[src/rtl/vfts_pkg.sv]
package vfts_pkg;

  localparam int unsigned FracBits  = 8;
  localparam int unsigned CoordBits = 5;
  localparam int unsigned PosBits   = CoordBits + FracBits;
  localparam int unsigned CompBits  = 16;
  localparam int unsigned DimBits   = 6;
  localparam int unsigned MaxDim    = 32;
  localparam int unsigned NumBanks  = 8;
  localparam int unsigned BankAw    = 3 * (CoordBits - 1);
  localparam int unsigned BankDepth = 1 << BankAw;
  localparam int unsigned QDepth    = 4;

  typedef enum logic [1:0] {
    REG_DIM_X = 2'd0,
    REG_DIM_Y = 2'd1,
    REG_DIM_Z = 2'd2,
    REG_NONE  = 2'd3
  } reg_idx_e;

  typedef enum logic {
    FUNC_WRITE  = 1'b0,
    FUNC_SAMPLE = 1'b1
  } func_e;

  typedef struct packed {
    logic                       func;
    logic [14:0]                voxel_index;
    logic signed [CompBits-1:0] write_x;
    logic signed [CompBits-1:0] write_y;
    logic signed [CompBits-1:0] write_z;
    logic [PosBits-1:0]         pos_x;
    logic [PosBits-1:0]         pos_y;
    logic [PosBits-1:0]         pos_z;
  } in_item_t;

  typedef struct packed {
    logic                       valid_res;
    logic signed [CompBits-1:0] out_x;
    logic signed [CompBits-1:0] out_y;
    logic signed [CompBits-1:0] out_z;
  } out_item_t;

  typedef logic signed [CompBits-1:0] comp_t;
  typedef logic [3*CompBits-1:0]      voxel_t;
  typedef logic [BankAw-1:0]          baddr_t;

  // classified item handed from front to back
  typedef struct packed {
    logic                         is_wr;
    logic                         in_vol;
    logic [2:0]                   wbank;
    baddr_t                       waddr;
    voxel_t                       wdata;
    logic [NumBanks*BankAw-1:0]   raddr;
    logic [2:0]                   par0;   // parity of lower corner {s,r,c}
    logic [2:0]                   par1;   // parity of upper corner {s,r,c}
    logic [FracBits-1:0]          tx;
    logic [FracBits-1:0]          ty;
    logic [FracBits-1:0]          tz;
  } cmd_t;

  // a + floor(t*(b-a) / 2^FracBits)
  function automatic comp_t lerp(comp_t a, comp_t b, logic [FracBits-1:0] t);
    logic signed [CompBits:0]            diff;
    logic signed [CompBits+FracBits+1:0] prod;
    logic signed [CompBits+1:0]          sum;
    diff = {b[CompBits-1], b} - {a[CompBits-1], a};
    prod = diff * $signed({1'b0, t});
    sum  = {{2{a[CompBits-1]}}, a} + prod[CompBits+FracBits+1:FracBits];
    return sum[CompBits-1:0];
  endfunction

endpackage

[src/rtl/vfts_queue.sv]
module vfts_queue import vfts_pkg::*; (
  input  logic         clk_i,
  input  logic         rst_ni,
  input  logic         push_i,
  input  cmd_t         push_data_i,
  input  logic         pop_i,
  output cmd_t         pop_data_o,
  output logic         full_o,
  output logic         empty_o,
  output logic [2:0]   cnt_o
);

  cmd_t       mem_q [QDepth];
  logic [1:0] wptr_q, wptr_d, rptr_q, rptr_d;
  logic [2:0] cnt_q, cnt_d;

  assign full_o     = (cnt_q == 3'(QDepth));
  assign empty_o    = (cnt_q == '0);
  assign cnt_o      = cnt_q;
  assign pop_data_o = mem_q[rptr_q];

  always_comb begin
    wptr_d = push_i ? wptr_q + 2'd1 : wptr_q;
    rptr_d = pop_i ? rptr_q + 2'd1 : rptr_q;
    cnt_d  = cnt_q + 3'(push_i) - 3'(pop_i);
  end

  always_ff @(posedge clk_i or negedge rst_ni) begin
    if (!rst_ni) begin
      wptr_q <= '0;
      rptr_q <= '0;
      cnt_q  <= '0;
    end else begin
      wptr_q <= wptr_d;
      rptr_q <= rptr_d;
      cnt_q  <= cnt_d;
    end
  end

  always_ff @(posedge clk_i) begin
    if (push_i) begin
      mem_q[wptr_q] <= push_data_i;
    end
  end

endmodule

[config.mk]
export PLATFORM = sky130hd
export DESIGN_NAME = vfts_queue
export DESIGN_NICKNAME = d
export VERILOG_FILES = /design/src/rtl/vfts_pkg.sv /design/src/rtl/vfts_queue.sv
export SDC_FILE = /design/constraint.sdc
export NUM_CORES = 1
export LEC_CHECK = 0
export ABC_AREA = 0
export ABC_CLOCK_PERIOD_IN_PS = 6750
export BUFFER_PORTS_ARGS = -buffer_cell sky130_fd_sc_hd__buf_4
export CAP_MARGIN = 20
export CORE_MARGIN = 5
export CORE_UTILIZATION = 50
export CTS_CLUSTER_SIZE = 40
export DETAILED_ROUTE_END_ITERATION = 6
export GPL_ROUTABILITY_DRIVEN = 1
export PLACE_DENSITY = 0.69
export SLEW_MARGIN = 20
export SYNTH_ARGS = -nofsm -noshare
export SYNTH_HDL_FRONTEND = slang
export SYNTH_SLANG_ARGS = --single-unit
[constraint.sdc]
create_clock -name clk_i -period 6.75 [get_ports clk_i]
set_input_delay 0.3375 -clock clk_i [delete_from_list [all_inputs] [get_ports clk_i]]
set_output_delay 0.3375 -clock clk_i [all_outputs]
set_load 0.02 [all_outputs]
==> reports/metrics.yaml <==
outcome:
  status: "finished clean"
clock_network:
  clk_latency_ns: 0.60
  h-tree-depth: 3
  clock-sinks: 771
  post_cts_resized: 0
  cts_root_buffer: "clkbuf_16"
  clock_path_buffers: 3
  path_clk_slew_ns: 0.06
  cts_tree: "done"
  cts_made_buffers: 77
pwr:
  seq_power_share_pct: 41.5
  p_int_uw: 10930
  power.combinational.fraction_pct: 33.2
  powerDensity_nw_per_um2: 438.7
  ir_worst_vdd_v: 0.0003200
  p_leak_uw: 0.01238
  p_sw_uw: 4873
  sw_frac_of_total_pct: 30.85
  p_clk_share_pct: 25.3
critical_path:
  endpoint_kind: "primary output"
  cp_slowest_stage_delay_ns: 0.91
  worst_ep_arrival_time_ns: 3.11
  start_kind: "flip-flop"
  cp.required_ns: 6.41
  critPathMaxFanout: 65
  cpMostUsedCell: "buf_4"
  path_cells: "buf_4 > mux4_2 > buf_4"
  critPathSlowestCell: "dfrtp_4"
  critical_path_class: "flip-flop to primary output"
finish:
  syn_to_final_growth_pct: 28.33
  final_util_pct: 65.11
  final_layout_size_suffix_gt1_share_pct: 40.88
  nNetsFinal: 1867
  fillerInstances: 3617
  final_cell_area_um2: 36010
hold_path:
  hold_path_class: "input pin to asynchronous set/reset pin"
synthesis:
  yosysMostFrequentCell: "edfxtp_1"
  synth-edff-count: 764
  yosysTopAreaCellShare_pct: 81.75
  synth_flop_cell: "edfxtp_1"
  synth_common_cells: "edfxtp_1 (764), mux4_2 (191), buf_2 (20), buf_12 (11), buf_6 (9)"
  async_reset_ff_share_pct: 0.9079
  netlist_area_um2: 28060
  ys_warn_count: 0
  syn_avg_cell_area_um2: 27.19
  synthTopCellsByArea: "edfxtp_1 (82%), mux4_2 (15%), buf_12 (0.78%)"
  yosysSeqAreaShare_pct: 82.38
  synth_area_leader_cell: "edfxtp_1"
  syn_nets: 1234
  synth-seq-cells: 771
  ys_types: 17
  syn_inst: 1032
routing:
  first_iter_violations: 742
  routed_wl_mm: 55.86
  vias_per_cell: 5.254
  vias: 13010
  firstDrtPassIters: 4
  postRouteAntennaNets: 0
  drc: 0
  wl_per_cell_um: 22.56
die:
  dieWidth_um: 246.9
  ioPinCount: 391
  core_um2: 55310
  die-area_um2: 60960
  fp.dieH_um: 246.9
  initial_core_util_pct: 50.74
  fp-row-count: 86
placed_design:
  pre_cts_slack_ns: 3.879
  place_congestion: 0.7216
  dp_hpwl_mm: 32.24
  portBuffers: 390
  dpl_cell_area_um2: 31680
global_route:
  grt_use_total_pct: 18.26
  grt_overflow: 0
  grt_pass1_vias: 14090
  grt_antenna_before_repair: 8
  grt_pass1_wl_mm: 84.21
  grt_max_degree: 108
sta:
  hold_viol_final: 0
  drv_slew: 0
  fin_crit_sh_pct: 51.09
  slew_headroom_pct: 32.70
  worstMarginPinSlew_ns: 1.009
  worst_clock_skew_ns: 0.02027
  final.setup.worst_slack_ns: 3.302
  rsz0062_at_grt: "false"
  whs_ns: 0.1042
  post-route-min-period_ns: 3.448
  setup_violations: 0
  fmax_mhz: 290.0
  tns_ns: 0
job:
  drv_cap: 0
area by class of cell:
class / instances / area, um^2 / share of cell area (%)
multi-input cells: 212 / 4499 / 12.49
inverters: 6 / 22.52 / 0.06254
well taps: 748 / 935.9 / 2.599
clock buffers: 93 / 2049 / 5.691
clock inverters: 43 / 322.8 / 0.8964
diodes: 6 / 15.01 / 0.04169
repair buffers: 597 / 5042 / 14.00
flip-flops and latches: 771 / 23120 / 64.21
repair_timing:
| item | 4_1_cts | 5_1_grt |
|---|---|---|
| endpoints found under the hold margin | 775 | 0 |
| hold buffers | 194 | 0 |
| setup buffers | 0 | 0 |
metal layers:
| layer | vias to the layer above | GRT usage, % | share of wire (%) |
|---|---|---|---|
| li1 | 5764 | - | - |
| met4 | 6 | 5.382 | 2.2 |
| met2 | 391 | 28.65 | 49 |
| met3 | 94 | 5.750 | 7.6 |
| met1 | 6753 | 25.12 | 41 |
| met5 | - | 0 | 0.070 |
cells by family after synthesis:
| kind of cell | share of synthesized area, % |
|---|---|
| compound gates | 0.01782 |
| buf+inv | 1.623 |
| flops | 82.38 |
| fa+ha+maj | 0.3389 |
| xor+xnor | 0.1561 |
| simple gates | 0.1560 |
| mux | 15.33 |
registers in the layout, summed over array words and instances (netlist names):
| register | count |
|---|---|
| mem_q | 764 |
| cnt_o | 3 |
| rptr_q | 2 |
| wptr_q | 2 |
path summary, 6_finish.rpt:
path,startpoint,end,slack [ns],depth (start not counted)
max,rptr_q[1],pop_data_o[124],3.30,3
min,rst_ni,cnt_o[1],0.10,2
max reg2reg,wptr_q[0],mem_q[2][72],4.12,4
min reg2reg,wptr_q[0],wptr_q[0],0.53,1
max in group asynchronous,rst_ni,rptr_q[1],6.49,2
min in group clk_i,push_data_i[182],mem_q[3][182],0.48,2
cells in the final DEF, fill, tap and decap left out, drive strengths merged:
| cell | count |
|---|---|
| and2 | 4 |
| and3 | 1 |
| buf | 403 |
| bufinv | 4 |
| clkbuf | 93 |
| clkinv | 36 |
| clkinvlp | 1 |
| dfrtp | 7 |
| diode | 6 |
| dlygate4sd3 | 194 |
| edfxtp | 764 |
| fa | 1 |
| ha | 6 |
| inv | 8 |
| mux4 | 191 |
| nand2 | 2 |
| nor3 | 1 |
| o21ai | 1 |
| xnor2 | 3 |
| xor2 | 2 |
per-stage QoR:
stage | power, uW | std cells
floorplan | 10110 | 1032
global placement | 11860 | 2140
detailed placement | 11920 | 2140
CTS | 16040 | 2470
global route | 16510 | 2475
finish | 15800 | 2476
power groups by stage:
stage | registers (uW) | logic (uW) | clock network [uW]
3_5_place_dp | 6670 | 5250 | 0
4_1_cts | 6570 | 5370 | 4100
3_3_place_gp | 6620 | 5250 | 0
6_report | 6560 | 5250 | 3990
2_1_floorplan | 6660 | 3450 | 0
5_1_grt | 6640 | 5580 | 4290
worst max-delay path, delay by kind of cell (launching register included):
| family | cells | cell delay (ns) |
|---|---|---|
| flip-flops | 1 | 0.91 |
| multiplexers | 1 | 0.45 |
| buffers and inverters | 2 | 1.04 |
Power figures use the tool's default switching activity.
