[config.mk]
export PLATFORM = sky130hd
export DESIGN_NAME = vfts_front
export DESIGN_NICKNAME = d
export VERILOG_FILES = /design/src/rtl/vfts_pkg.sv /design/src/rtl/vfts_front.sv
export SDC_FILE = /design/constraint.sdc
export NUM_CORES = 1
export LEC_CHECK = 0
export ABC_AREA = 1
export BUFFER_PORTS_ARGS = -buffer_cell sky130_fd_sc_hd__buf_4
export CORE_AREA = 2 2 118 120
export CTS_CLUSTER_DIAMETER = 80
export DETAILED_ROUTE_END_ITERATION = 6
export DIE_AREA = 0 0 120 122
export GPL_ROUTABILITY_DRIVEN = 0
export SYNTH_ARGS = -nofsm -noshare
export SYNTH_HDL_FRONTEND = slang
export SYNTH_SLANG_ARGS = --single-unit
[constraint.sdc]
create_clock -name clk_i -period 3.9 [get_ports clk_i]
set_input_delay 0.195 -clock clk_i [delete_from_list [all_inputs] [get_ports clk_i]]
set_output_delay 0.195 -clock clk_i [all_outputs]
set_load 0.01 [all_outputs]
[src/rtl/vfts_pkg.sv]
package vfts_pkg;

  localparam int unsigned FracBits  = 8;
  localparam int unsigned CoordBits = 5;
  localparam int unsigned PosBits   = CoordBits + FracBits;
  localparam int unsigned CompBits  = 16;
  localparam int unsigned DimBits   = 6;
  localparam int unsigned MaxDim    = 32;
  localparam int unsigned NumBanks  = 8;
  localparam int unsigned BankAw    = 3 * (CoordBits - 1);
  localparam int unsigned BankDepth = 1 << BankAw;
  localparam int unsigned QDepth    = 4;

  typedef enum logic [1:0] {
    REG_DIM_X = 2'd0,
    REG_DIM_Y = 2'd1,
    REG_DIM_Z = 2'd2,
    REG_NONE  = 2'd3
  } reg_idx_e;

  typedef enum logic {
    FUNC_WRITE  = 1'b0,
    FUNC_SAMPLE = 1'b1
  } func_e;

  typedef struct packed {
    logic                       func;
    logic [14:0]                voxel_index;
    logic signed [CompBits-1:0] write_x;
    logic signed [CompBits-1:0] write_y;
    logic signed [CompBits-1:0] write_z;
    logic [PosBits-1:0]         pos_x;
    logic [PosBits-1:0]         pos_y;
    logic [PosBits-1:0]         pos_z;
  } in_item_t;

  typedef struct packed {
    logic                       valid_res;
    logic signed [CompBits-1:0] out_x;
    logic signed [CompBits-1:0] out_y;
    logic signed [CompBits-1:0] out_z;
  } out_item_t;

  typedef logic signed [CompBits-1:0] comp_t;
  typedef logic [3*CompBits-1:0]      voxel_t;
  typedef logic [BankAw-1:0]          baddr_t;

  // classified item handed from front to back
  typedef struct packed {
    logic                         is_wr;
    logic                         in_vol;
    logic [2:0]                   wbank;
    baddr_t                       waddr;
    voxel_t                       wdata;
    logic [NumBanks*BankAw-1:0]   raddr;
    logic [2:0]                   par0;   // parity of lower corner {s,r,c}
    logic [2:0]                   par1;   // parity of upper corner {s,r,c}
    logic [FracBits-1:0]          tx;
    logic [FracBits-1:0]          ty;
    logic [FracBits-1:0]          tz;
  } cmd_t;

  // a + floor(t*(b-a) / 2^FracBits)
  function automatic comp_t lerp(comp_t a, comp_t b, logic [FracBits-1:0] t);
    logic signed [CompBits:0]            diff;
    logic signed [CompBits+FracBits+1:0] prod;
    logic signed [CompBits+1:0]          sum;
    diff = {b[CompBits-1], b} - {a[CompBits-1], a};
    prod = diff * $signed({1'b0, t});
    sum  = {{2{a[CompBits-1]}}, a} + prod[CompBits+FracBits+1:FracBits];
    return sum[CompBits-1:0];
  endfunction

endpackage

[src/rtl/vfts_front.sv]
module vfts_front import vfts_pkg::*; (
  input  logic               clk_i,
  input  logic               rst_ni,
  input  logic               cfg_we_i,
  input  logic [1:0]         cfg_idx_i,
  input  logic [DimBits-1:0] cfg_wdata_i,
  input  in_item_t           item_i,
  output cmd_t               cmd_o
);

  logic [DimBits-1:0] dim_q [3];
  logic [CoordBits-1:0] dm1 [3];
  logic [CoordBits-1:0] crd [3];
  logic [CoordBits-1:0] crd1 [3];
  logic [CoordBits-1:0] crdp [3];
  logic [PosBits-1:0]   pos [3];
  logic [2:0]           in_rng;

  always_ff @(posedge clk_i or negedge rst_ni) begin
    if (!rst_ni) begin
      dim_q[0] <= DimBits'(MaxDim);
      dim_q[1] <= DimBits'(MaxDim);
      dim_q[2] <= DimBits'(MaxDim);
    end else if (cfg_we_i) begin
      case (reg_idx_e'(cfg_idx_i))
        REG_DIM_X: dim_q[0] <= cfg_wdata_i;
        REG_DIM_Y: dim_q[1] <= cfg_wdata_i;
        REG_DIM_Z: dim_q[2] <= cfg_wdata_i;
        default: ;
      endcase
    end
  end

  assign pos[0] = item_i.pos_x;
  assign pos[1] = item_i.pos_y;
  assign pos[2] = item_i.pos_z;

  always_comb begin
    for (int a = 0; a < 3; a++) begin
      // zero acts as one, above max acts as max
      if (dim_q[a] == '0) begin
        dm1[a] = '0;
      end else if (dim_q[a] > DimBits'(MaxDim)) begin
        dm1[a] = CoordBits'(MaxDim - 1);
      end else begin
        dm1[a] = CoordBits'(dim_q[a] - DimBits'(1));
      end
      in_rng[a] = pos[a] <= {dm1[a], {FracBits{1'b0}}};
      crd[a]    = pos[a][PosBits-1:FracBits];
      crd1[a]   = (crd[a] == dm1[a]) ? crd[a] : crd[a] + CoordBits'(1);
      crdp[a]   = crd[a] + CoordBits'(1);
    end
  end

  always_comb begin
    logic [CoordBits-1:0] cs, rs, ss;
    cmd_o.is_wr  = (func_e'(item_i.func) == FUNC_WRITE);
    cmd_o.in_vol = &in_rng;
    cmd_o.wbank  = {item_i.voxel_index[10], item_i.voxel_index[5], item_i.voxel_index[0]};
    cmd_o.waddr  = {item_i.voxel_index[14:11], item_i.voxel_index[9:6],
                    item_i.voxel_index[4:1]};
    cmd_o.wdata  = {item_i.write_z, item_i.write_y, item_i.write_x};
    cmd_o.raddr  = '0;
    for (int b = 0; b < NumBanks; b++) begin
      // each bank serves whichever corner coordinate has its parity
      cs = (crd[0][0] == b[0]) ? crd[0] : crdp[0];
      rs = (crd[1][0] == b[1]) ? crd[1] : crdp[1];
      ss = (crd[2][0] == b[2]) ? crd[2] : crdp[2];
      cmd_o.raddr[b*BankAw +: BankAw] = {ss[CoordBits-1:1], rs[CoordBits-1:1],
                                         cs[CoordBits-1:1]};
    end
    cmd_o.par0 = {crd[2][0], crd[1][0], crd[0][0]};
    cmd_o.par1 = {crd1[2][0], crd1[1][0], crd1[0][0]};
    cmd_o.tx   = item_i.pos_x[FracBits-1:0];
    cmd_o.ty   = item_i.pos_y[FracBits-1:0];
    cmd_o.tz   = item_i.pos_z[FracBits-1:0];
  end

endmodule

==> metrics <==
clk sinks 18; most frequent cell after synthesis buf_4; Register Area 454 µm²; most frequent CP cell nand2_1; io pins 305; net switching fraction of the power 39.2%; Largest register FFs 18; Synth top area share 38.6%; WL/cell 10.5 µm; first-pass GRT wire length 10200 µm; Via density 3.76; Synth Area in XOR/XNOR 5.28%; antenna viol nets, final 0; drt first pass iters 4; PwrDens 316 mW/mm²; final setup vio count 0; Syn Inst Count 454; flop2flop setup slack 3.11 ns; mux contribution to synthesized area 0%; initial antenna violation count 0; largest family of logic cells by synthesized area buffers and inverters; top post-synthesis cells by area buf_4 (39%), dfrtp_1 (12%), ha_1 (11%), nand2_1 (10%), o21ai_0 (5.4%); Setup crit end kind primary output; Hold Crit Depth 3; diode count 0; Rows 43; Worst slew margin 60.0%; largest net degree at the start of global routing 19; Seq pwr share 22.4%; Synth Area in Adders 10.7%; Worst-Skew Late Latency 0.25 ns; Post-Syn Nets 595; CORE AREA 0.0135 mm²; Final period util 64.0%; #FFs+latches synth 18; Placed Cells 644; post-synthesis simple-gate area fraction 17.7%; minimum clock period after layout 2.50 ns; FMAX 400 MHz; I/O Buffers 178; via count 2441; Post-synth ARST share 100%; CTS root buffer clkbuf_16; GR met3 Demand/Resource 2.39%; clock power share 19.9%; Worst setup SP type flop; R2R Path Start dim_q[17]; setup TNS 0 ns; Hold Slack 0.254 ns; gr busiest metal met2; CTS tree built; Ys Warns 0; Biggest register dim_q; CP max stage delay 0.39 ns; Distinct cells, synth 25; DR iter-0 viols 60; crit-path max FO 4; post-route setup slack 1.40 ns; area post-placement 0.00347 mm²; Post-CTS Resized 0; total congestion overflow 0; Die ar. 0.0146 mm²; hold endpoint dim_q[5]; Total GRT Usage 8.47%; combinational power share 57.6%; WP data required 3.70 ns; fillers 1513; Post-synth EDFFs 0; mean post-synth cell area 6.95 µm²; post-synthesis sequential area ratio 14.4%; leading area contributor after synthesis buf_4; Crit Path Class flop to primary output; Compound-Gate Fraction of Synth Area 7.46%; dominant synthesized flop cell dfrtp_1; internal power 686 µW; footprint of the multi-input gates 0.00130 mm²; worst slew pin tran 0.594 ns; pre-CTS WS 1.66 ns; buffers from clock root to sink, at most 2; Worst Path Arrival 2.30 ns; R2R depth 2; Remaining DRCs 0; Detail Placement HPWL 5980 µm; Finished Layout Cells 649; biggest regs dim_q (18); Die Wd 120 µm; Clock transition at path regs 0.05 ns; initial core utilization 23.4%; htree depth 1; fin. max-slew vios 0; sw power 442 µW; Final Instance Area 0.00357 mm²; area grow syn2layout 13.2%; max cap viols 0; HP Start cfg_wdata_i[5]; RSZ-0062 raised after global routing false; vias in the first global route 2155; met1 usage in global routing 10.7%; Die H 122 µm; status finished clean; met2 Track Usage GR 13.5%; share of cells above drive strength 1 41.6%; total CTS buffers 3; crit-path cells inv_1 -> ha_1 -> inv_1 -> nor2_1 -> nand2_1 -> inv_1 -> nand2_1 -> o21ai_0 -> ha_1 -> nand2_1 -> nor3b_2 -> nand2_1 -> nand2_1 -> inv_1 -> nor2_1 -> buf_4; Slowest cell on crit path dfrtp_1; clk_skew 0 ns; utilization after layout 26.5%; Synth Cell Area 0.00315 mm²; Routed WL 6820 µm; static leakage 1.97 nW; Final Hold Fails 0; r2r endpoint dim_q[17]; Layout Nets 611; Max IR drop VDD 0.143 mV; most frequent cells after synthesis buf_4 (162), nand2_1 (84), inv_1 (42); post-layout power 1.13 mW; Min-Delay Path Class primary input to flop
power by group through the flow:
stage,sequential (mW),clock [mW],combinational (mW)
after global placement,0.256,0,0.655
after detailed placement,0.256,0,0.658
after global routing,0.257,0.241,0.746
after floorplan,0.247,0,0.546
final,0.253,0.225,0.650
after CTS,0.253,0.231,0.662
metal layers:
metal  vias to the layer above  wire length (µm)
li1                       1272                 -
met1                      1041              2950
met2                       101              3050
met3                        27               673
met4                         0               143
met5                         -                 0
repair_timing:
action / 4_1_cts / 5_1_grt
buffers inserted: 0 / 0
hold buffers: 1 / 0
hold endpoints to repair: 15 / 0
worst max path at each step:
stage | from | end | slack [ns] | depth (start not counted)
after floorplan | dim_q[0] | cmd_o[189] | 1.87 | 15
after global placement | dim_q[0] | cmd_o[189] | 1.67 | 16
after detailed placement | dim_q[12] | cmd_o[189] | 1.66 | 16
after CTS | dim_q[0] | cmd_o[189] | 1.38 | 16
after global routing | dim_q[12] | cmd_o[189] | 1.09 | 16
final | dim_q[0] | cmd_o[189] | 1.40 | 16
logic make-up (layout without fill, tap and decap cells):
logic type / after synthesis / count (layout)
XOR/XNOR: 19 / 19
buffers and inverters: 211 / 226
flip-flops: 18 / 18
AND/OR/NAND/NOR: 135 / 135
AO/OA/AOI/OAI: 44 / 44
adder cells (fa/ha/maj): 27 / 27
cell type report:
cell class / instances / share of cell area [%]
Clock buffer: 4 / 2.49
Inverter: 43 / 4.52
Multi-Input combinational cell: 225 / 36.3
Timing Repair Buffer: 179 / 37.7
Tap cell: 180 / 6.30
Sequential cell: 18 / 12.7
critical path, delay by kind of cell (launching register included):
family	cells	cell delay, ns
flip-flops	1	0.39
AND/OR/NAND/NOR	8	0.74
buffers and inverters	5	0.33
adder cells (fa/ha/maj)	2	0.49
AO/OA/AOI/OAI	1	0.10
placed cells by master (no fill, tap or decap), types with 2 or more instances in the layout:
cell,n
inv_1,42
o21ai_0,34
o21ai_1,4
nor2_1,27
a21oi_1,4
dfrtp_1,15
nor3_1,2
ha_1,27
buf_4,178
or2_2,3
clkbuf_16,3
xor2_1,11
nand2_1,84
nand3_1,14
xnor2_1,8
dfstp_2,3
Power figures use the tool's default switching activity.
